--- config.mk ---
export PLATFORM = sky130hd
export DESIGN_NAME = ppm_stream_decoder_top
export DESIGN_NICKNAME = d
export VERILOG_FILES = /design/src/hdl/ppmdec_pkg.sv /design/src/hdl/ppmdec_front.sv /design/src/hdl/ppmdec_fifo.sv /design/src/hdl/ppmdec_back.sv /design/src/hdl/ppm_stream_decoder_top.sv
export SDC_FILE = /design/constraint.sdc
export NUM_CORES = 1
export LEC_CHECK = 0
export ABC_AREA = 1
export BUFFER_PORTS_ARGS = -buffer_cell sky130_fd_sc_hd__buf_2
export CAP_MARGIN = 30
export CORE_ASPECT_RATIO = 1.5
export CORE_UTILIZATION = 65
export CTS_CLUSTER_SIZE = 25
export DETAILED_ROUTE_END_ITERATION = 16
export MAX_ROUTING_LAYER = met4
export PLACE_DENSITY_LB_ADDON = 0.12
export SYNTH_ARGS = -nofsm -noshare
export SYNTH_HDL_FRONTEND = slang
export SYNTH_HIERARCHICAL = 1
export SYNTH_SLANG_ARGS = --single-unit
export TNS_END_PERCENT = 5
--- constraint.sdc ---
create_clock -name clk -period 8.45 [get_ports clk]
set_input_delay 0.845 -clock clk [delete_from_list [all_inputs] [get_ports clk]]
set_output_delay 0.845 -clock clk [all_outputs]
set_load 0.01 [all_outputs]
--- src/hdl/ppmdec_pkg.sv ---
// ----------------------------------------------------------------------------
// ppmdec_pkg
// Shared types and constants for the PPM stream decoder.
// ----------------------------------------------------------------------------
package ppmdec_pkg;

  // result kinds
  localparam logic [1:0] KIND_HEADER = 2'd0;
  localparam logic [1:0] KIND_PIXEL  = 2'd1;
  localparam logic [1:0] KIND_ERROR  = 2'd2;

  // error codes
  localparam logic [1:0] ERR_MAGIC   = 2'd0;
  localparam logic [1:0] ERR_NUMBER  = 2'd1;
  localparam logic [1:0] ERR_EARLY   = 2'd2;
  localparam logic [1:0] ERR_MAXZERO = 2'd3;

  // characters
  localparam logic [7:0] CH_P     = 8'h50;
  localparam logic [7:0] CH_3     = 8'h33;
  localparam logic [7:0] CH_6     = 8'h36;
  localparam logic [7:0] CH_0     = 8'h30;
  localparam logic [7:0] CH_9     = 8'h39;
  localparam logic [7:0] CH_SPACE = 8'h20;
  localparam logic [7:0] CH_CR    = 8'h0d;
  localparam logic [7:0] CH_LF    = 8'h0a;
  localparam logic [7:0] CH_HASH  = 8'h23;

  // scaled sample ceiling
  localparam logic [7:0] SCALE_MAX = 8'd255;

  // event queue between parser and scaler
  localparam int QUEUE_DEPTH = 4;
  localparam int QPTR_W      = 2;
  localparam int QCNT_W      = 3;

  // channel positions within a pixel
  localparam logic [1:0] CHAN_RED   = 2'd0;
  localparam logic [1:0] CHAN_GREEN = 2'd1;
  localparam logic [1:0] CHAN_BLUE  = 2'd2;

  // event from parser to scaler; kind pixel means one sample
  typedef struct packed {
    logic [1:0]  kind;
    logic [15:0] wd;
    logic [15:0] ht;
    logic [15:0] mx;
    logic        bin;
    logic [15:0] val;
    logic [1:0]  chan;
    logic [1:0]  err;
    logic        last;
  } ev_t;

endpackage

--- src/hdl/ppmdec_front.sv ---
// ----------------------------------------------------------------------------
// ppmdec_front
// Byte parser: magic, header numbers, comments, sample extraction and
// pixel/row counting. Emits at most one event per accepted byte.
// ----------------------------------------------------------------------------
module ppmdec_front #(
  parameter int DIM_BITS = 16
) (
  input  logic              clk,
  input  logic              rst_n,
  input  logic              accept,
  input  logic [7:0]        data_byte,
  input  logic              end_marker,
  output logic              ev_valid,
  output ppmdec_pkg::ev_t   ev
);
  import ppmdec_pkg::*;

  localparam int ACC_W = (DIM_BITS > 16) ? DIM_BITS : 16;
  localparam logic [ACC_W+3:0] DIM_LIM = {{(ACC_W+4-DIM_BITS){1'b0}}, {DIM_BITS{1'b1}}};
  localparam logic [ACC_W+3:0] VAL_LIM = {{(ACC_W+4-16){1'b0}}, {16{1'b1}}};

  typedef enum logic [3:0] {
    PH_MAGIC, PH_MAGIC_P, PH_SKIP_W, PH_NUM_W, PH_SKIP_H, PH_NUM_H,
    PH_SKIP_M, PH_NUM_M, PH_SKIP_S, PH_NUM_S, PH_RAW, PH_DRAIN
  } phase_t;

  phase_t                phase_r, phase_nxt;
  logic                  in_comment_r, in_comment_nxt;
  logic [ACC_W-1:0]      acc_r, acc_nxt;
  logic [DIM_BITS-1:0]   width_r, width_nxt;
  logic [DIM_BITS-1:0]   height_r, height_nxt;
  logic [15:0]           max_r, max_nxt;
  logic                  bin_r, bin_nxt;
  logic [DIM_BITS-1:0]   col_r, col_nxt;
  logic [DIM_BITS-1:0]   row_r, row_nxt;
  logic [1:0]            chan_r, chan_nxt;
  logic [7:0]            high_r, high_nxt;
  logic                  half_r, half_nxt;

  logic                  is_digit, is_sep, is_hash, is_eol;
  logic [3:0]            dval;
  logic [ACC_W+3:0]      acc10;
  logic [DIM_BITS:0]     col_inc, row_inc;
  logic                  col_last, row_last;
  logic [31:0]           w32, h32;
  logic                  do_err, take;
  logic [1:0]            err_code;
  logic [15:0]           take_val;

  // byte classes
  assign is_digit = (data_byte >= CH_0) && (data_byte <= CH_9);
  assign is_eol   = (data_byte == CH_CR) || (data_byte == CH_LF);
  assign is_sep   = (data_byte == CH_SPACE) || is_eol;
  assign is_hash  = (data_byte == CH_HASH);
  assign dval     = 4'(data_byte - CH_0);
  assign acc10    = ({4'b0, acc_r} << 3) + ({4'b0, acc_r} << 1) + (ACC_W+4)'(dval);

  // position tracking
  assign col_inc  = {1'b0, col_r} + 1'b1;
  assign row_inc  = {1'b0, row_r} + 1'b1;
  assign col_last = col_inc >= {1'b0, width_r};
  assign row_last = row_inc >= {1'b0, height_r};
  assign w32      = 32'(width_r);
  assign h32      = 32'(height_r);

  // parse step
  always_comb begin
    phase_nxt      = phase_r;
    in_comment_nxt = in_comment_r;
    acc_nxt        = acc_r;
    width_nxt      = width_r;
    height_nxt     = height_r;
    max_nxt        = max_r;
    bin_nxt        = bin_r;
    col_nxt        = col_r;
    row_nxt        = row_r;
    chan_nxt       = chan_r;
    high_nxt       = high_r;
    half_nxt       = half_r;
    ev_valid       = 1'b0;
    ev             = '0;
    do_err         = 1'b0;
    err_code       = ERR_MAGIC;
    take           = 1'b0;
    take_val       = '0;

    if (accept) begin
      if (end_marker) begin
        in_comment_nxt = 1'b0;
        phase_nxt      = PH_MAGIC;
        if (phase_r == PH_MAGIC || phase_r == PH_DRAIN) begin
          ev_valid = 1'b0;
        end else if (phase_r == PH_NUM_S && chan_r == CHAN_BLUE && col_last && row_last) begin
          take     = 1'b1;
          take_val = acc_r[15:0];
        end else begin
          ev_valid = 1'b1;
          ev.kind  = KIND_ERROR;
          ev.err   = ERR_EARLY;
        end
      end else begin
        case (phase_r)
          PH_MAGIC: begin
            if (data_byte == CH_P) begin
              phase_nxt = PH_MAGIC_P;
            end else if (!is_sep) begin
              do_err   = 1'b1;
              err_code = ERR_MAGIC;
            end
          end
          PH_MAGIC_P: begin
            if (data_byte == CH_3 || data_byte == CH_6) begin
              bin_nxt        = (data_byte == CH_6);
              in_comment_nxt = 1'b0;
              col_nxt        = '0;
              row_nxt        = '0;
              chan_nxt       = CHAN_RED;
              half_nxt       = 1'b0;
              phase_nxt      = PH_SKIP_W;
            end else begin
              do_err   = 1'b1;
              err_code = ERR_MAGIC;
            end
          end
          PH_SKIP_W, PH_SKIP_H, PH_SKIP_M, PH_SKIP_S: begin
            if (in_comment_r) begin
              if (is_eol) in_comment_nxt = 1'b0;
            end else if (is_hash) begin
              in_comment_nxt = 1'b1;
            end else if (is_digit) begin
              acc_nxt = ACC_W'(dval);
              case (phase_r)
                PH_SKIP_W: phase_nxt = PH_NUM_W;
                PH_SKIP_H: phase_nxt = PH_NUM_H;
                PH_SKIP_M: phase_nxt = PH_NUM_M;
                default:   phase_nxt = PH_NUM_S;
              endcase
            end else if (!is_sep) begin
              do_err   = 1'b1;
              err_code = ERR_NUMBER;
            end
          end
          PH_NUM_W, PH_NUM_H, PH_NUM_M, PH_NUM_S: begin
            if (is_digit) begin
              if (acc10 > (((phase_r == PH_NUM_W) || (phase_r == PH_NUM_H)) ? DIM_LIM : VAL_LIM))
              begin
                do_err   = 1'b1;
                err_code = ERR_NUMBER;
              end else begin
                acc_nxt = acc10[ACC_W-1:0];
              end
            end else if (is_sep || is_hash) begin
              in_comment_nxt = is_hash;
              case (phase_r)
                PH_NUM_W: begin
                  width_nxt = acc_r[DIM_BITS-1:0];
                  phase_nxt = PH_SKIP_H;
                end
                PH_NUM_H: begin
                  height_nxt = acc_r[DIM_BITS-1:0];
                  phase_nxt  = PH_SKIP_M;
                end
                PH_NUM_M: begin
                  max_nxt = acc_r[15:0];
                  if (bin_r && is_hash) begin
                    do_err   = 1'b1;
                    err_code = ERR_NUMBER;
                  end else if (acc_r == '0) begin
                    do_err   = 1'b1;
                    err_code = ERR_MAXZERO;
                  end else begin
                    ev_valid = 1'b1;
                    ev.kind  = KIND_HEADER;
                    ev.wd    = w32[15:0];
                    ev.ht    = h32[15:0];
                    ev.mx    = acc_r[15:0];
                    ev.bin   = bin_r;
                    if (width_r == '0 || height_r == '0) begin
                      ev.last        = 1'b1;
                      phase_nxt      = PH_MAGIC;
                      in_comment_nxt = 1'b0;
                    end else begin
                      phase_nxt = bin_r ? PH_RAW : PH_SKIP_S;
                    end
                  end
                end
                default: begin
                  phase_nxt = PH_SKIP_S;
                  take      = 1'b1;
                  take_val  = acc_r[15:0];
                end
              endcase
            end else begin
              do_err   = 1'b1;
              err_code = ERR_NUMBER;
            end
          end
          PH_RAW: begin
            if (max_r > 16'd255) begin
              if (!half_r) begin
                high_nxt = data_byte;
                half_nxt = 1'b1;
              end else begin
                half_nxt = 1'b0;
                take     = 1'b1;
                take_val = {high_r, data_byte};
              end
            end else begin
              take     = 1'b1;
              take_val = {8'd0, data_byte};
            end
          end
          default: begin
            phase_nxt = phase_r;
          end
        endcase
      end
    end

    // error ends the image
    if (do_err) begin
      ev_valid       = 1'b1;
      ev.kind        = KIND_ERROR;
      ev.err         = err_code;
      phase_nxt      = PH_DRAIN;
      in_comment_nxt = 1'b0;
    end

    // sample goes to the scaler; pixel bookkeeping here
    if (take) begin
      ev_valid = 1'b1;
      ev.kind  = KIND_PIXEL;
      ev.val   = take_val;
      ev.mx    = max_r;
      ev.chan  = chan_r;
      case (chan_r)
        CHAN_RED:   chan_nxt = CHAN_GREEN;
        CHAN_GREEN: chan_nxt = CHAN_BLUE;
        default: begin
          chan_nxt = CHAN_RED;
          if (col_last) begin
            col_nxt = '0;
            row_nxt = row_inc[DIM_BITS-1:0];
            if (row_last) begin
              ev.last        = 1'b1;
              phase_nxt      = PH_MAGIC;
              in_comment_nxt = 1'b0;
            end
          end else begin
            col_nxt = col_inc[DIM_BITS-1:0];
          end
        end
      endcase
    end
  end

  // state registers
  always_ff @(posedge clk) begin
    if (!rst_n) begin
      phase_r      <= PH_MAGIC;
      in_comment_r <= 1'b0;
      acc_r        <= '0;
      width_r      <= '0;
      height_r     <= '0;
      max_r        <= '0;
      bin_r        <= 1'b0;
      col_r        <= '0;
      row_r        <= '0;
      chan_r       <= CHAN_RED;
      high_r       <= '0;
      half_r       <= 1'b0;
    end else begin
      phase_r      <= phase_nxt;
      in_comment_r <= in_comment_nxt;
      acc_r        <= acc_nxt;
      width_r      <= width_nxt;
      height_r     <= height_nxt;
      max_r        <= max_nxt;
      bin_r        <= bin_nxt;
      col_r        <= col_nxt;
      row_r        <= row_nxt;
      chan_r       <= chan_nxt;
      high_r       <= high_nxt;
      half_r       <= half_nxt;
    end
  end

`ifndef SYNTH
  // samples are only produced once a nonzero maximum is known
  a_sample_has_max: assert property (@(posedge clk) disable iff (!rst_n)
    (ev_valid && ev.kind == KIND_PIXEL) |-> (max_r != 16'd0))
    else $error("sample event with zero maximum");
`endif

endmodule

--- src/hdl/ppmdec_fifo.sv ---
// ----------------------------------------------------------------------------
// ppmdec_fifo
// Short event queue between parser and scaler.
// ----------------------------------------------------------------------------
module ppmdec_fifo (
  input  logic              clk,
  input  logic              rst_n,
  input  logic              wr_en,
  input  ppmdec_pkg::ev_t   wr_data,
  input  logic              rd_en,
  output ppmdec_pkg::ev_t   rd_data,
  output logic              full,
  output logic              empty
);
  import ppmdec_pkg::*;

  ev_t              mem_r [QUEUE_DEPTH];
  logic [QPTR_W-1:0] wptr_r, wptr_nxt;
  logic [QPTR_W-1:0] rptr_r, rptr_nxt;
  logic [QCNT_W-1:0] cnt_r, cnt_nxt;

  assign full    = (cnt_r == QCNT_W'(QUEUE_DEPTH));
  assign empty   = (cnt_r == '0);
  assign rd_data = mem_r[rptr_r];

  // pointer and count update
  always_comb begin
    wptr_nxt = wr_en ? wptr_r + 1'b1 : wptr_r;
    rptr_nxt = rd_en ? rptr_r + 1'b1 : rptr_r;
    cnt_nxt  = cnt_r + QCNT_W'(wr_en) - QCNT_W'(rd_en);
  end

  always_ff @(posedge clk) begin
    if (!rst_n) begin
      wptr_r <= '0;
      rptr_r <= '0;
      cnt_r  <= '0;
    end else begin
      wptr_r <= wptr_nxt;
      rptr_r <= rptr_nxt;
      cnt_r  <= cnt_nxt;
    end
  end

  // storage
  always_ff @(posedge clk) begin
    if (wr_en) mem_r[wptr_r] <= wr_data;
  end

`ifndef SYNTH
  a_no_overflow: assert property (@(posedge clk) disable iff (!rst_n)
    wr_en |-> (!full || rd_en))
    else $error("event queue overflow");
  a_no_underflow: assert property (@(posedge clk) disable iff (!rst_n)
    rd_en |-> !empty)
    else $error("event queue underflow");
`endif

endmodule

--- src/hdl/ppmdec_back.sv ---
// ----------------------------------------------------------------------------
// ppmdec_back
// Scaler and result stage: scales samples to 8 bits with a multiply and an
// 8-step restoring divide, assembles pixels and holds the result register.
// ----------------------------------------------------------------------------
module ppmdec_back (
  input  logic              clk,
  input  logic              rst_n,
  input  ppmdec_pkg::ev_t   q_data,
  input  logic              q_empty,
  output logic              q_pop,
  output logic              empty,
  input  logic              pop,
  output logic [1:0]        out_kind,
  output logic [15:0]       out_image_width,
  output logic [15:0]       out_image_height,
  output logic [15:0]       out_max_value,
  output logic              out_binary_format,
  output logic [7:0]        out_red_out,
  output logic [7:0]        out_green_out,
  output logic [7:0]        out_blue_out,
  output logic [1:0]        out_error_code,
  output logic              out_last_pixel
);
  import ppmdec_pkg::*;

  typedef enum logic [1:0] {B_IDLE, B_MUL, B_DIV, B_PUT} bstate_t;

  bstate_t      state_r, state_nxt;
  ev_t          ev_r, ev_nxt;
  logic [24:0]  rem_r, rem_nxt;
  logic [16:0]  den_r, den_nxt;
  logic [7:0]   q_r, q_nxt;
  logic [2:0]   step_r, step_nxt;
  logic [7:0]   red_r, red_nxt;
  logic [7:0]   green_r, green_nxt;
  logic [7:0]   blue_r, blue_nxt;

  logic         valid_r, valid_nxt;
  logic [1:0]   kind_r, kind_nxt;
  logic [15:0]  wd_r, wd_nxt, ht_r, ht_nxt, mx_r, mx_nxt;
  logic         bin_r, bin_nxt;
  logic [7:0]   ored_r, ored_nxt, ogreen_r, ogreen_nxt, oblue_r, oblue_nxt;
  logic [1:0]   err_r, err_nxt;
  logic         last_r, last_nxt;

  logic [24:0]  trial;
  logic         fin;
  logic [7:0]   fin_q;

  assign trial = 25'(den_r) << step_r;

  // scaler sequencer and result register
  always_comb begin
    state_nxt  = state_r;
    ev_nxt     = ev_r;
    rem_nxt    = rem_r;
    den_nxt    = den_r;
    q_nxt      = q_r;
    step_nxt   = step_r;
    red_nxt    = red_r;
    green_nxt  = green_r;
    blue_nxt   = blue_r;
    valid_nxt  = valid_r;
    kind_nxt   = kind_r;
    wd_nxt     = wd_r;
    ht_nxt     = ht_r;
    mx_nxt     = mx_r;
    bin_nxt    = bin_r;
    ored_nxt   = ored_r;
    ogreen_nxt = ogreen_r;
    oblue_nxt  = oblue_r;
    err_nxt    = err_r;
    last_nxt   = last_r;
    q_pop      = 1'b0;
    fin        = 1'b0;
    fin_q      = '0;

    if (valid_r && pop) valid_nxt = 1'b0;

    case (state_r)
      B_IDLE: begin
        if (!q_empty) begin
          q_pop     = 1'b1;
          ev_nxt    = q_data;
          state_nxt = (q_data.kind == KIND_PIXEL) ? B_MUL : B_PUT;
        end
      end
      B_MUL: begin
        if (ev_r.val >= ev_r.mx) begin
          fin   = 1'b1;
          fin_q = SCALE_MAX;
        end else begin
          rem_nxt   = 25'(ev_r.val) * 25'd510 + 25'(ev_r.mx);
          den_nxt   = {ev_r.mx, 1'b0};
          q_nxt     = '0;
          step_nxt  = 3'd7;
          state_nxt = B_DIV;
        end
      end
      B_DIV: begin
        fin_q = q_r;
        if (rem_r >= trial) begin
          rem_nxt       = rem_r - trial;
          fin_q[step_r] = 1'b1;
        end
        q_nxt    = fin_q;
        step_nxt = step_r - 1'b1;
        if (step_r == 3'd0) fin = 1'b1;
      end
      B_PUT: begin
        if (!valid_r || pop) begin
          valid_nxt  = 1'b1;
          kind_nxt   = ev_r.kind;
          wd_nxt     = (ev_r.kind == KIND_HEADER) ? ev_r.wd : 16'd0;
          ht_nxt     = (ev_r.kind == KIND_HEADER) ? ev_r.ht : 16'd0;
          mx_nxt     = (ev_r.kind == KIND_HEADER) ? ev_r.mx : 16'd0;
          bin_nxt    = ev_r.bin;
          ored_nxt   = (ev_r.kind == KIND_PIXEL) ? red_r : 8'd0;
          ogreen_nxt = (ev_r.kind == KIND_PIXEL) ? green_r : 8'd0;
          oblue_nxt  = (ev_r.kind == KIND_PIXEL) ? blue_r : 8'd0;
          err_nxt    = ev_r.err;
          last_nxt   = ev_r.last;
          state_nxt  = B_IDLE;
        end
      end
      default: state_nxt = B_IDLE;
    endcase

    // sample scaled: hold it or complete the pixel
    if (fin) begin
      case (ev_r.chan)
        CHAN_RED: begin
          red_nxt   = fin_q;
          state_nxt = B_IDLE;
        end
        CHAN_GREEN: begin
          green_nxt = fin_q;
          state_nxt = B_IDLE;
        end
        default: begin
          blue_nxt  = fin_q;
          state_nxt = B_PUT;
        end
      endcase
    end
  end

  always_ff @(posedge clk) begin
    if (!rst_n) begin
      state_r <= B_IDLE;
      valid_r <= 1'b0;
    end else begin
      state_r <= state_nxt;
      valid_r <= valid_nxt;
    end
    ev_r     <= ev_nxt;
    rem_r    <= rem_nxt;
    den_r    <= den_nxt;
    q_r      <= q_nxt;
    step_r   <= step_nxt;
    red_r    <= red_nxt;
    green_r  <= green_nxt;
    blue_r   <= blue_nxt;
    kind_r   <= kind_nxt;
    wd_r     <= wd_nxt;
    ht_r     <= ht_nxt;
    mx_r     <= mx_nxt;
    bin_r    <= bin_nxt;
    ored_r   <= ored_nxt;
    ogreen_r <= ogreen_nxt;
    oblue_r  <= oblue_nxt;
    err_r    <= err_nxt;
    last_r   <= last_nxt;
  end

  // result ports
  assign empty             = !valid_r;
  assign out_kind          = kind_r;
  assign out_image_width   = wd_r;
  assign out_image_height  = ht_r;
  assign out_max_value     = mx_r;
  assign out_binary_format = bin_r;
  assign out_red_out       = ored_r;
  assign out_green_out     = ogreen_r;
  assign out_blue_out      = oblue_r;
  assign out_error_code    = err_r;
  assign out_last_pixel    = last_r;

`ifndef SYNTH
  a_load_from_put: assert property (@(posedge clk) disable iff (!rst_n)
    $rose(valid_r) |-> $past(state_r == B_PUT))
    else $error("result loaded outside the put state");
`endif

endmodule

--- src/hdl/ppm_stream_decoder_top.sv ---
// ----------------------------------------------------------------------------
// ppm_stream_decoder_top
// PPM P3/P6 byte-stream decoder: parser front end, event queue, scaler back
// end with a registered result.
// ----------------------------------------------------------------------------
// a header or error result passes from the event queue via the scaler's event
//   register to the result register, a pixel once its last sample is scaled
// throughput: one byte per cycle while the 4-entry event queue has room; the
//   scaler finishes a sample before it takes another from the queue
// reset: synchronous active-low rst_n clears parser phase, queue and result valid
module ppm_stream_decoder_top #(
  parameter int DIM_BITS = 16
) (
  input  logic        clk,
  input  logic        rst_n,
  input  logic        push,
  output logic        full,
  input  logic [7:0]  in_data_byte,
  input  logic        in_end_marker,
  output logic        empty,
  input  logic        pop,
  output logic [1:0]  out_kind,
  output logic [15:0] out_image_width,
  output logic [15:0] out_image_height,
  output logic [15:0] out_max_value,
  output logic        out_binary_format,
  output logic [7:0]  out_red_out,
  output logic [7:0]  out_green_out,
  output logic [7:0]  out_blue_out,
  output logic [1:0]  out_error_code,
  output logic        out_last_pixel
);
  import ppmdec_pkg::*;

  logic accept;
  logic ev_valid;
  ev_t  ev;
  ev_t  q_data;
  logic q_full, q_empty, q_pop;

  assign full   = q_full;
  assign accept = push && !q_full;

  // parser
  ppmdec_front #(.DIM_BITS(DIM_BITS)) u_front (
    .clk        (clk),
    .rst_n      (rst_n),
    .accept     (accept),
    .data_byte  (in_data_byte),
    .end_marker (in_end_marker),
    .ev_valid   (ev_valid),
    .ev         (ev)
  );

  // event queue
  ppmdec_fifo u_fifo (
    .clk     (clk),
    .rst_n   (rst_n),
    .wr_en   (ev_valid),
    .wr_data (ev),
    .rd_en   (q_pop),
    .rd_data (q_data),
    .full    (q_full),
    .empty   (q_empty)
  );

  // scaler and result stage
  ppmdec_back u_back (
    .clk               (clk),
    .rst_n             (rst_n),
    .q_data            (q_data),
    .q_empty           (q_empty),
    .q_pop             (q_pop),
    .empty             (empty),
    .pop               (pop),
    .out_kind          (out_kind),
    .out_image_width   (out_image_width),
    .out_image_height  (out_image_height),
    .out_max_value     (out_max_value),
    .out_binary_format (out_binary_format),
    .out_red_out       (out_red_out),
    .out_green_out     (out_green_out),
    .out_blue_out      (out_blue_out),
    .out_error_code    (out_error_code),
    .out_last_pixel    (out_last_pixel)
  );

`ifndef SYNTH
  a_event_only_on_accept: assert property (@(posedge clk) disable iff (!rst_n)
    ev_valid |-> (accept && !q_full))
    else $error("parser event without an accepted transaction");
`endif

endmodule
==> key figures, run 1 <==
Logic synthesis
  – Post-synthesis sequential area ratio: between 40% and 50%
  – Yosys top cell area share: 42.4%
  – Leading area contributor after synthesis: edfxtp_1
  – Syn_nets: between 4000 and 5000
  – Top cells by count, synth: nand2_1 (733), inv_1 (689), edfxtp_1 (513), a21oi_1 (314), nor2_1 (282)
  – Synth cell types: between 60 and 70
  – Synth warn: 6
  – Synthesized area per cell: roughly 9.2 sq um
  – Top_reg_cell synth: edfxtp_1
  – Top cells by area, synth: edfxtp_1 (42%), nand2_1 (7.6%), inv_1 (7.1%)
  – Cell with the most instances after synthesis: nand2_1
  – Number of enable flip-flop cells after synthesis: 513
  – Cell Area, Synth: roughly 0.036 sq mm
  – Yosys reg bits: around 640
  – Mapped Cells: between 3000 and 4000
  – Async S/R FF share, synth: 0%

Setup path
  – CP Launch Type: flop
  – Worst Path Max Fanout: 40
  – WP data required: roughly 8.7 ns
  – Worst reg2reg path startpoint: u_front/col_r[0]$_SDFF_PN0_
  – Critical path's most frequent cell: nand3_2
  – Critical Path Source: u_front/col_r[0]$_SDFF_PN0_
  – Critical path, cell by cell: ha_1 -> nand3_2 -> nor2_2 -> nand3_2 -> nor2_4 -> nand3_1 -> a22oi_1 -> ha_1 -> a21oi_1 -> o21bai_1 -> a41oi_1 -> nand3_2 -> nand2_2 -> clkinv_2 -> nand3_1 -> nand2_2 -> nand2_4 -> nand4_1 -> nand2_1 -> clkinv_2 -> buf_4
  – CP endpoint kind: flop
  – Critical path depth in cells: 21
  – Worst path buffer plus inverter count: 3
  – Crit path DAT: ~6.2 ns
  – Crit path to: u_fifo/mem_r[0][19]$_DFFE_PP_
  – Max incr delay on CP: 0.67 ns
  – Reg2reg path depth: 21
  – CP Class: flop to flop
  – Delay-heaviest family, CP: simple AND/OR/NAND/NOR gates
  – Slowest-stage cell, CP: nand3_2
  – RR Endpoint: u_fifo/mem_r[0][19]$_DFFE_PP_
  – Reg2Reg Setup Slack: ~2.5 ns

Timing
  – Worst Tran Pin Value: 0.977 ns
  – Setup TNS: 0 ns
  – Unrepaired setup endpoints after global routing: false
  – Final setup viols: 0
  – Max frequency: approximately 170 MHz
  – Final Max Slew Viols: 0
  – Final Hold Fails: 0
  – Max Clock Skew: 0.0267 ns
  – Slew Limit Headroom: a little over a third
  – Tcrit/Tclk final: a little over two thirds
  – Post-route minimum period: about 5.9 ns

Die
  – Die W: between 150 and 200 um
  – I/O pin count: 93
  – Die H: approximately 290 um
  – Core area: ~0.055 sq mm
  – Initial Util: 66.2%
  – Die ar.: 0.0569 sq mm
  – Num rows: between 100 and 150

GRT
  – Largest net degree at the start of global routing: ~100
  – Vias in the first global route: between 20000 and 30000
  – GRT overflow: 0
  – Initial antenna violation count: 0
  – First-pass GRT wire length: ~140 mm
  – GRT Util Overall: 32.0%

CTS
  – CTS tree: done
  – Cts bufs inserted: 56
  – Clk_lat worst skew: around 0.63 ns
  – Clock transition at path regs: around 0.070 ns
  – Post_cts resized: 0
  – Num Clock Sinks: between 600 and 700
  – Post-CTS Setup Bufs: 0
  – Post-CTS Hold Buffers: 0
  – Root Driver: clkbuf_16
  – Clk buf depth: 3
  – Htree depth: 2

Route
  – Post-route DRC: 0
  – Total vias in the final route: ~27000
  – TritonRoute pass-1 iters: 6
  – DR WL/cell: 18.6 um
  – Drt total wl: slightly below 90 mm
  – Vias per cell: ~5.7
  – Post-route ant nets: 0
  – DRT iter0 DRCs: around 1900

Placement
  – IO Port Bufs: roughly 90
  – Post-DP HPWL: approximately 63 mm
  – Placer Congestion: between 0.9 and 1
  – Dpl cell area: between 0.03 and 0.04 sq mm

Cells and area
  – Final Instance Area: 0.0390 sq mm
  – Layout cell share with drive strength beyond 1: a little under a tenth
  – Fillers: around 4200
  – Core Util, Final: 71.0%
  – Syn-to-layout area delta: 7.22%
  – # nets final: roughly 4200
  – # diodes: 0

Hold path
  – Hold Path Class: flop to flop
  – HP Start: u_back/ev_r[0]$_DFFE_PP_

Outcome
  – Outcome: completed

Job
  – Max_cap viols: 0
-- area by class of cell --
cell class	count	area [sq um]	area share, %
repair buffers	120	771	1.98
clock inverters	33	403	1.03
clock buffers	72	1480	3.80
multi-input cells	2456	14900	38.1
flip-flops and latches	638	17900	46.0
well taps	695	870	2.23
inverters	709	2670	6.85
-- cells in the final DEF (no fill, tap or decap), types with 17 or more instances in the layout --
cell / instances
a21oi_1: 314
a22oi_1: 19
buf_2: 92
buf_4: 23
clkbuf_16: 57
dfxtp_1: 123
edfxtp_1: 513
fa_1: 74
ha_1: 176
inv_1: 684
nand2_1: 733
nand3_1: 158
nand4_1: 73
nor2_1: 280
nor2_2: 17
nor3_1: 26
o211ai_2: 60
o21ai_0: 263
o21ai_1: 26
xnor2_1: 17
xor2_1: 33
-- flip-flops by register name, summed over array words and instances (netlist names), 16 cells and up, named ones only --
signal,flops
u_front/col_r,16
u_back/den_r,16
u_front/row_r,16
u_back/out_image_width,16
u_front/max_r,16
u_fifo/mem_r,288
u_back/rem_r,24
u_back/ev_r,72
u_front/width_r,16
u_back/out_max_value,16
u_front/acc_r,16
u_front/height_r,16
u_back/out_image_height,16
-- worst register-to-register path: stages (launching register included) --
cell and delay [ns]:
dfxtp_1 0.45, ha_1 0.24, nand3_2 0.13, nor2_2 0.18
nand3_2 0.12, nor2_4 0.15, nand3_1 0.08, a22oi_1 0.21
ha_1 0.28, a21oi_1 0.16, o21bai_1 0.08, a41oi_1 0.19
nand3_2 0.67, nand2_2 0.26, clkinv_2 0.10, nand3_1 0.09
nand2_2 0.13, nand2_4 0.26, nand4_1 0.43, nand2_1 0.23
clkinv_2 0.58, buf_4 0.56
-- how the worst min path moves through the flow --
| stage | endpoint | depth (start not counted) | slack [ns] |
|---|---|---|---|
| after detailed placement | u_back/out_error_code[1]$_DFFE_PP_ | 0 | 0.42 |
| final | u_back/out_last_pixel$_DFFE_PP_ | 0 | 0.44 |
| after global placement | u_back/out_last_pixel$_DFFE_PP_ | 0 | 0.41 |
| after CTS | u_back/out_last_pixel$_DFFE_PP_ | 0 | 0.43 |
| after floorplan | u_back/out_binary_format$_DFFE_PP_ | 0 | 0.40 |
| after global routing | u_back/out_last_pixel$_DFFE_PP_ | 0 | 0.44 |
-- through the flow --
stage | instances | setup slack, ns | hold WS (ns)
after CTS | 4720 | 2.58 | 0.433
after global routing | 4723 | 2.10 | 0.442
after global placement | 4613 | 2.75 | 0.409
after detailed placement | 4615 | 2.65 | 0.416
after floorplan | 3948 | 3.09 | 0.400
final | 4723 | 2.51 | 0.436
-- per-layer routing --
metal / share of wire, % / global-route usage [%] / wire (um) / vias to the layer above
li1: - / - / - / 13200
met1: 37 / 34.6 / 32600 / 12700
met2: 52 / 57.3 / 45700 / 870
met3: 4.4 / 2.96 / 3820 / 283
met4: 6.3 / 18.4 / 5490 / 0
met5: 0 / - / 0 / -
-- cell families after synthesis --
family / count (synthesis) / share of synthesized area (%)
buffers and inverters: 854 / 9.91
AO/OA/AOI/OAI: 781 / 13.0
multiplexers: 4 / 0.110
flip-flops: 638 / 49.3
AND/OR/NAND/NOR: 1371 / 16.4
adder cells (fa/ha/maj): 250 / 10.1
XOR/XNOR: 50 / 1.20
Power of run 1 is not shown: default switching activity piles up to over one toggle a cycle in this logic, so the estimate is an artifact.
==> run 2, diff against run 1 <==
CORE_UTILIZATION = 64   (was 65)
clock period = 5.9 ns   (was 8.45 ns; I/O delays follow)
==> key figures, run 2 (synthesis gave the netlist of run 1 again) <==
Outcome
  – Outcome: completed (unchanged)

Timing
  – Worst Tran Pin Value: 1.02 ns (was 0.977 ns)
  – Final Hold Fails: 0 (unchanged)
  – Slew Limit Headroom: 31.7% (was 34.9%)
  – Tcrit/Tclk final: 94.8% (was 70.3%)
  – Max Clock Skew: 0.0335 ns (was 0.0267 ns)
  – Final setup viols: 0 (unchanged)
  – Final Max Slew Viols: 0 (unchanged)
  – Max frequency: 179 MHz (was 168 MHz)
  – Post-route minimum period: 5.59 ns (was 5.94 ns)
  – Worst setup margin: 0.307 ns (was 2.51 ns)

Die
  – Die W: 197 um (was 195 um)
  – Die H: 294 um (was 292 um)
  – Num rows: 106 (was 105)
  – Core area: 0.0560 sq mm (was 0.0549 sq mm)
  – Die ar.: 0.0578 sq mm (was 0.0569 sq mm)
  – I/O pin count: 93 (unchanged)
  – Initial Util: 65.0% (was 66.2%)

GRT
  – First-pass GRT wire length: 140 mm (was 138 mm)
  – Vias in the first global route: 26400 (was 26600)
  – Largest net degree at the start of global routing: 197 (was 101)
  – Initial antenna violation count: 0 (unchanged)
  – GRT Util Overall: 32.2% (was 32.0%)
  – GRT overflow: 0 (unchanged)

CTS
  – Htree depth: 2 (unchanged)
  – CTS tree: done (unchanged)
  – Cts bufs inserted: 59 (was 56)
  – Post-CTS Hold Buffers: 0 (unchanged)
  – Clk buf depth: 3 (unchanged)
  – Num Clock Sinks: 638 (unchanged)
  – Root Driver: clkbuf_16 (unchanged)
  – Clock transition at path regs: 0.07 ns (about the same)
  – Clk_lat worst skew: 0.65 ns (was 0.63 ns)

Cells and area
  – # diodes: 0 (unchanged)
  – # nets final: 4274 (was 4244)
  – Syn-to-layout area delta: 8.37% (was 7.22%)
  – Commonest cells after routing, fill and taps aside: nand2_1 (729), inv_1 (681), edfxtp_1 (513), a21oi_1 (310), nor2_1 (280) (was nand2_1 (733), inv_1 (684), edfxtp_1 (513), a21oi_1 (314), nor2_1 (280))
  – Fillers: 4396 (was 4249)
  – Commonest non-fill, non-tap cell in the layout: nand2_1 (unchanged)
  – Max FFs per register: 288 (unchanged)
  – Reg with most FFs: u_fifo/mem_r (unchanged)
  – Layout cell share with drive strength beyond 1: 10.7% (was 9.48%)
  – Top Registers: u_fifo/mem_r x288, u_back/ev_r x72, u_back/rem_r x24 (unchanged)

Setup path
  – CP Class: flop to flop (unchanged)
  – Slowest-stage cell, CP: fa_1 (was nand3_2)
  – CP Launch Type: flop (unchanged)
  – Worst reg2reg path startpoint: u_back/ev_r[10]$_DFFE_PP_ (was u_front/col_r[0]$_SDFF_PN0_)
  – RR Endpoint: u_back/rem_r[24]$_DFFE_PP_ (was u_fifo/mem_r[0][19]$_DFFE_PP_)
  – Worst Path Max Fanout: 5 (was 40)
  – WP data required: 6.28 ns (was 8.74 ns)
  – CP endpoint kind: flop (unchanged)
  – Reg2Reg Setup Slack: 0.31 ns (was 2.51 ns)
  – Max incr delay on CP: 0.55 ns (was 0.67 ns)
  – Crit path DAT: 5.97 ns (was 6.24 ns)
  – Reg2reg path depth: 25 (was 21)

Route
  – DR WL/cell: 18.5 um (was 18.6 um)
  – M1 WL: 33.8 mm (was 32.6 mm)
  – Total vias in the final route: 27300 (was 27100)
  – Met3 WL: 4.20 mm (was 3.82 mm)
  – Post-route DRC: 0 (unchanged)
  – Vias per cell: 5.66 (was 5.73)
  – Drt total wl: 88.9 mm (was 87.6 mm)
  – DRT iter0 DRCs: 1872 (was 1920)
  – Highest routed layer: met4 (unchanged)
  – Post-route ant nets: 0 (unchanged)
  – TritonRoute pass-1 iters: 6 (unchanged)
  – Met2 wire len: 45.4 mm (was 45.7 mm)

Hold path
  – HP Start: in_data_byte[0] (was u_back/ev_r[0]$_DFFE_PP_)
  – Min-Delay Path Depth: 3 (was 0)
  – Worst Hold Path EP: u_front/high_r[0]$_SDFFE_PN0P_ (was u_back/out_last_pixel$_DFFE_PP_)
  – Hold Path Class: primary input to flop (was flop to flop)

Placement
  – Placement Setup Slack: 0.158 ns (was 2.65 ns)
  – Placer Congestion: 0.958 (was 0.961)
  – Post-DP HPWL: 63.2 mm (was 63.3 mm)
  – IO Port Bufs: 92 (unchanged)

Job
  – Max_cap viols: 0 (unchanged)
==> run 2: cell types whose count changed in the layout (fill, tap and decap cells not counted), sizes merged <==
cell / previous run / this run
buf: 120 / 147
bufinv: 7 / 4
clkbuf: 72 / 82
clkinv: 24 / 26
clkinvlp: 4 / 6
inv: 707 / 702
==> run 2: worst max-delay path by stage <==
stage                     slack [ns]  depth (start not counted)                 startpoint                    endpoint
after CTS                       0.14                         25  u_back/ev_r[10]$_DFFE_PP_  u_back/rem_r[24]$_DFFE_PP_
after floorplan                 0.54                         25  u_back/ev_r[11]$_DFFE_PP_  u_back/rem_r[24]$_DFFE_PP_
after global placement          0.15                         25  u_back/ev_r[11]$_DFFE_PP_  u_back/rem_r[24]$_DFFE_PP_
after global routing           -0.02                         26  u_back/ev_r[13]$_DFFE_PP_  u_back/rem_r[21]$_DFFE_PP_
final                           0.31                         25  u_back/ev_r[10]$_DFFE_PP_  u_back/rem_r[24]$_DFFE_PP_
after detailed placement        0.16                         25  u_back/ev_r[11]$_DFFE_PP_  u_back/rem_r[24]$_DFFE_PP_
==> run 2: routing by layer <==
layer  track usage [%]  up-vias
li1                  -    13300
met1              35.9    12900
met2              56.2      812
met3              3.75      269
met4              17.5        0
met5                 -        -
==> run 2: what timing repair did <==
item	in CTS	in global routing
gates resized for setup	0	22
buffers inserted	0	11
endpoints found under the setup margin	0	9
endpoints found under the hold margin	0	0
==> run 2: metrics by stage <==
| step | cell area, sq um | cells | setup TNS [ns] | utilization [%] | hold slack [ns] |
|---|---|---|---|---|---|
| 2_1_floorplan | 36400 | 3948 | 0 | - | 0.400 |
| 3_3_place_gp | 37200 | 4692 | 0 | 66.5 | 0.405 |
| 3_5_place_dp | 37300 | 4695 | 0 | 66.6 | 0.405 |
| 4_1_cts | 39200 | 4806 | 0 | 70.1 | 0.272 |
| 5_1_grt | 39400 | 4817 | -0.0238 | 70.4 | 0.284 |
| 6_report | 39400 | 4817 | 0 | 70.4 | 0.297 |
==> run 2: cell type report <==
type                       instances  area, sq um  share of cell area (%)
clock buffer                      82         1650                    4.20
clock inverter                    29          315                   0.800
inverter                         709         2680                    6.79
multi-input combinational       2456        14900                    37.9
sequential                       638        17900                    45.5
tap                              756          946                    2.40
timing repair buffer             147          953                    2.42
==> run 2: critical path, delay by kind of cell, from the launching register on <==
| kind | cells | cell delay, ns |
|---|---|---|
| buf+inv | 5 | 0.34 |
| compound gates | 2 | 0.33 |
| simple gates | 11 | 1.34 |
| flops | 1 | 0.44 |
| xor+xnor | 1 | 0.09 |
| fa+ha+maj | 6 | 2.79 |
Power of run 2 is left out for the same reason.
==> run 3, diff against run 2 <==
PLACE_DENSITY = 0.81   (was unset)
PLACE_DENSITY_LB_ADDON = unset   (was 0.12)
==> key figures, run 3 (synthesis gave the netlist of run 1 again) <==
Setup path
  – Worst Path Max Fanout: 5 (unchanged)
  – Critical Path Source: u_back/ev_r[6]$_DFFE_PP_ (was u_back/ev_r[10]$_DFFE_PP_)
  – CP Class: flop to flop (unchanged)
  – Max incr delay on CP: 0.58 ns (was 0.55 ns)
  – Crit path DAT: 6.19 ns (was 5.97 ns)
  – WP data required: 6.36 ns (was 6.28 ns)
  – CP endpoint kind: flop (unchanged)
  – CP Launch Type: flop (unchanged)
  – Critical path's most frequent cell: nand2_1
  – Slowest-stage cell, CP: fa_2 (was fa_1)
  – Worst reg2reg path startpoint: u_back/ev_r[6]$_DFFE_PP_ (was u_back/ev_r[10]$_DFFE_PP_)
  – Reg2Reg Setup Slack: 0.17 ns (was 0.31 ns)

Hold path
  – Hold Path Class: primary input to flop (unchanged)
  – HP Start: in_data_byte[4] (was in_data_byte[0])

CTS
  – Root Driver: clkbuf_16 (unchanged)
  – Cts bufs inserted: 57 (was 59)
  – Clk buf depth: 3 (unchanged)
  – Num Clock Sinks: 638 (unchanged)
  – Htree depth: 2 (unchanged)
  – Clock transition at path regs: 0.07 ns (about the same)
  – CTS tree: done (unchanged)
  – Clk_lat worst skew: 0.63 ns (was 0.65 ns)

Route
  – Vias per cell: 5.68 (was 5.66)
  – Post-route ant nets: 0 (unchanged)
  – DR WL/cell: 18.8 um (was 18.5 um)
  – Drt total wl: 90.5 mm (was 88.9 mm)
  – TritonRoute pass-1 iters: 6 (unchanged)
  – DRT iter0 DRCs: 1962 (was 1872)
  – Total vias in the final route: 27300 (about the same)
  – Post-route DRC: 0 (unchanged)

GRT
  – Largest net degree at the start of global routing: 180 (was 197)
  – First-pass GRT wire length: 141 mm (was 140 mm)
  – Initial antenna violation count: 1 (was 0)
  – GRT Util Overall: 32.6% (was 32.2%)
  – Vias in the first global route: 26700 (was 26400)
  – GRT overflow: 0 (unchanged)

Outcome
  – Outcome: completed (unchanged)

Placement
  – Placement Setup Slack: 0.0745 ns (was 0.158 ns)
  – Placer Congestion: 1.04 (was 0.958)
  – IO Port Bufs: 92 (unchanged)
  – Post-DP HPWL: 64.5 mm (was 63.2 mm)

Timing
  – Worst Tran Pin Value: 1.02 ns (about the same)
  – Final setup viols: 0 (unchanged)
  – Tcrit/Tclk final: 97.1% (was 94.8%)
  – Worst setup margin: 0.169 ns (was 0.307 ns)
  – Max Clock Skew: 0.0441 ns (was 0.0335 ns)
  – Final Max Slew Viols: 0 (unchanged)
  – Final Hold Fails: 0 (unchanged)
  – Max frequency: 174 MHz (was 179 MHz)
  – Slew Limit Headroom: 32.2% (was 31.7%)
  – Post-route minimum period: 5.73 ns (was 5.59 ns)

Die
  – Num rows: 106 (unchanged)
  – Initial Util: 65.0% (unchanged)
  – Core area: 0.0560 sq mm (unchanged)
  – Die W: 197 um (unchanged)
  – Die ar.: 0.0578 sq mm (unchanged)
  – Die H: 294 um (unchanged)
  – I/O pin count: 93 (unchanged)

Cells and area
  – Commonest non-fill, non-tap cell in the layout: nand2_1 (unchanged)
  – Top Registers: u_fifo/mem_r x288, u_back/ev_r x72, u_back/rem_r x24 (unchanged)
  – # nets final: 4270 (was 4274)
  – Syn-to-layout area delta: 8.52% (was 8.37%)
  – Layout cell share with drive strength beyond 1: 10.7% (about the same)
  – Commonest cells after routing, fill and taps aside: nand2_1 (728), inv_1 (680), edfxtp_1 (513), a21oi_1 (311), nor2_1 (279) (was nand2_1 (729), inv_1 (681), edfxtp_1 (513), a21oi_1 (310), nor2_1 (280))
  – Reg with most FFs: u_fifo/mem_r (unchanged)
  – Max FFs per register: 288 (unchanged)

Job
  – Max_cap viols: 0 (unchanged)
-- run 3: changes by cell type in the layout (fill, tap and decap cells not counted), sizes merged --
cell      before  now
clkbuf        82   75
bufinv         4    9
clkinv        26   23
inv          702  705
buf          147  145
clkinvlp       6    5
diode          0    1
-- run 3: repair_timing --
| item | 4_1_cts | 5_1_grt |
|---|---|---|
| hold buffers | 0 | 0 |
| buffers inserted | 0 | 15 |
| gates resized for setup | 0 | 25 |
| setup endpoints to repair | 0 | 9 |
-- run 3: final cells by class --
type	count	area (sq um)
inverters	709	2670
multi-input cells	2456	15000
clock buffers	75	1550
fillers	4170	16500
flip-flops and latches	638	17900
clock inverters	33	477
diodes	1	2.50
repair buffers	145	933
well taps	756	946
-- run 3: path summary, 6_finish.rpt --
| check | end | depth (start not counted) |
|---|---|---|
| setup / recovery | u_back/rem_r[22]$_DFFE_PP_ | 25 |
| setup reg to reg | u_back/rem_r[22]$_DFFE_PP_ | 25 |
| hold reg to reg | u_back/out_error_code[0]$_DFFE_PP_ | 0 |
| hold / removal | u_front/high_r[4]$_SDFFE_PN0P_ | 3 |
-- run 3: worst max-delay path, delay by kind of cell (launching register included) --
family | cells | cell delay, ns
flops | 1 | 0.49
fa+ha+maj | 6 | 2.83
simple gates | 13 | 1.58
compound gates | 2 | 0.32
buf+inv | 3 | 0.29
xor+xnor | 1 | 0.08
-- run 3: metal layers --
layer | global-route usage, % | wire, um | vias up
met1 | 34.4 | 31700 | 12700
li1 | - | - | 13300
met4 | 22.4 | 7090 | 0
met2 | 57.3 | 46700 | 1027
met3 | 3.63 | 5150 | 304
met5 | - | 0 | -
-- run 3: metrics by stage --
stage / cells / TNS, ns / util (%) / instance area [sq um] / hold slack [ns]
after floorplan: 3948 / 0 / - / 36400 / 0.400
final: 4813 / 0 / 70.5 / 39500 / 0.322
after global placement: 4688 / 0 / 66.5 / 37200 / 0.404
after CTS: 4797 / 0 / 70.1 / 39200 / 0.292
after global routing: 4813 / -0.273 / 70.5 / 39500 / 0.333
after detailed placement: 4689 / 0 / 66.5 / 37200 / 0.410
Power of run 3 is left out for the same reason.
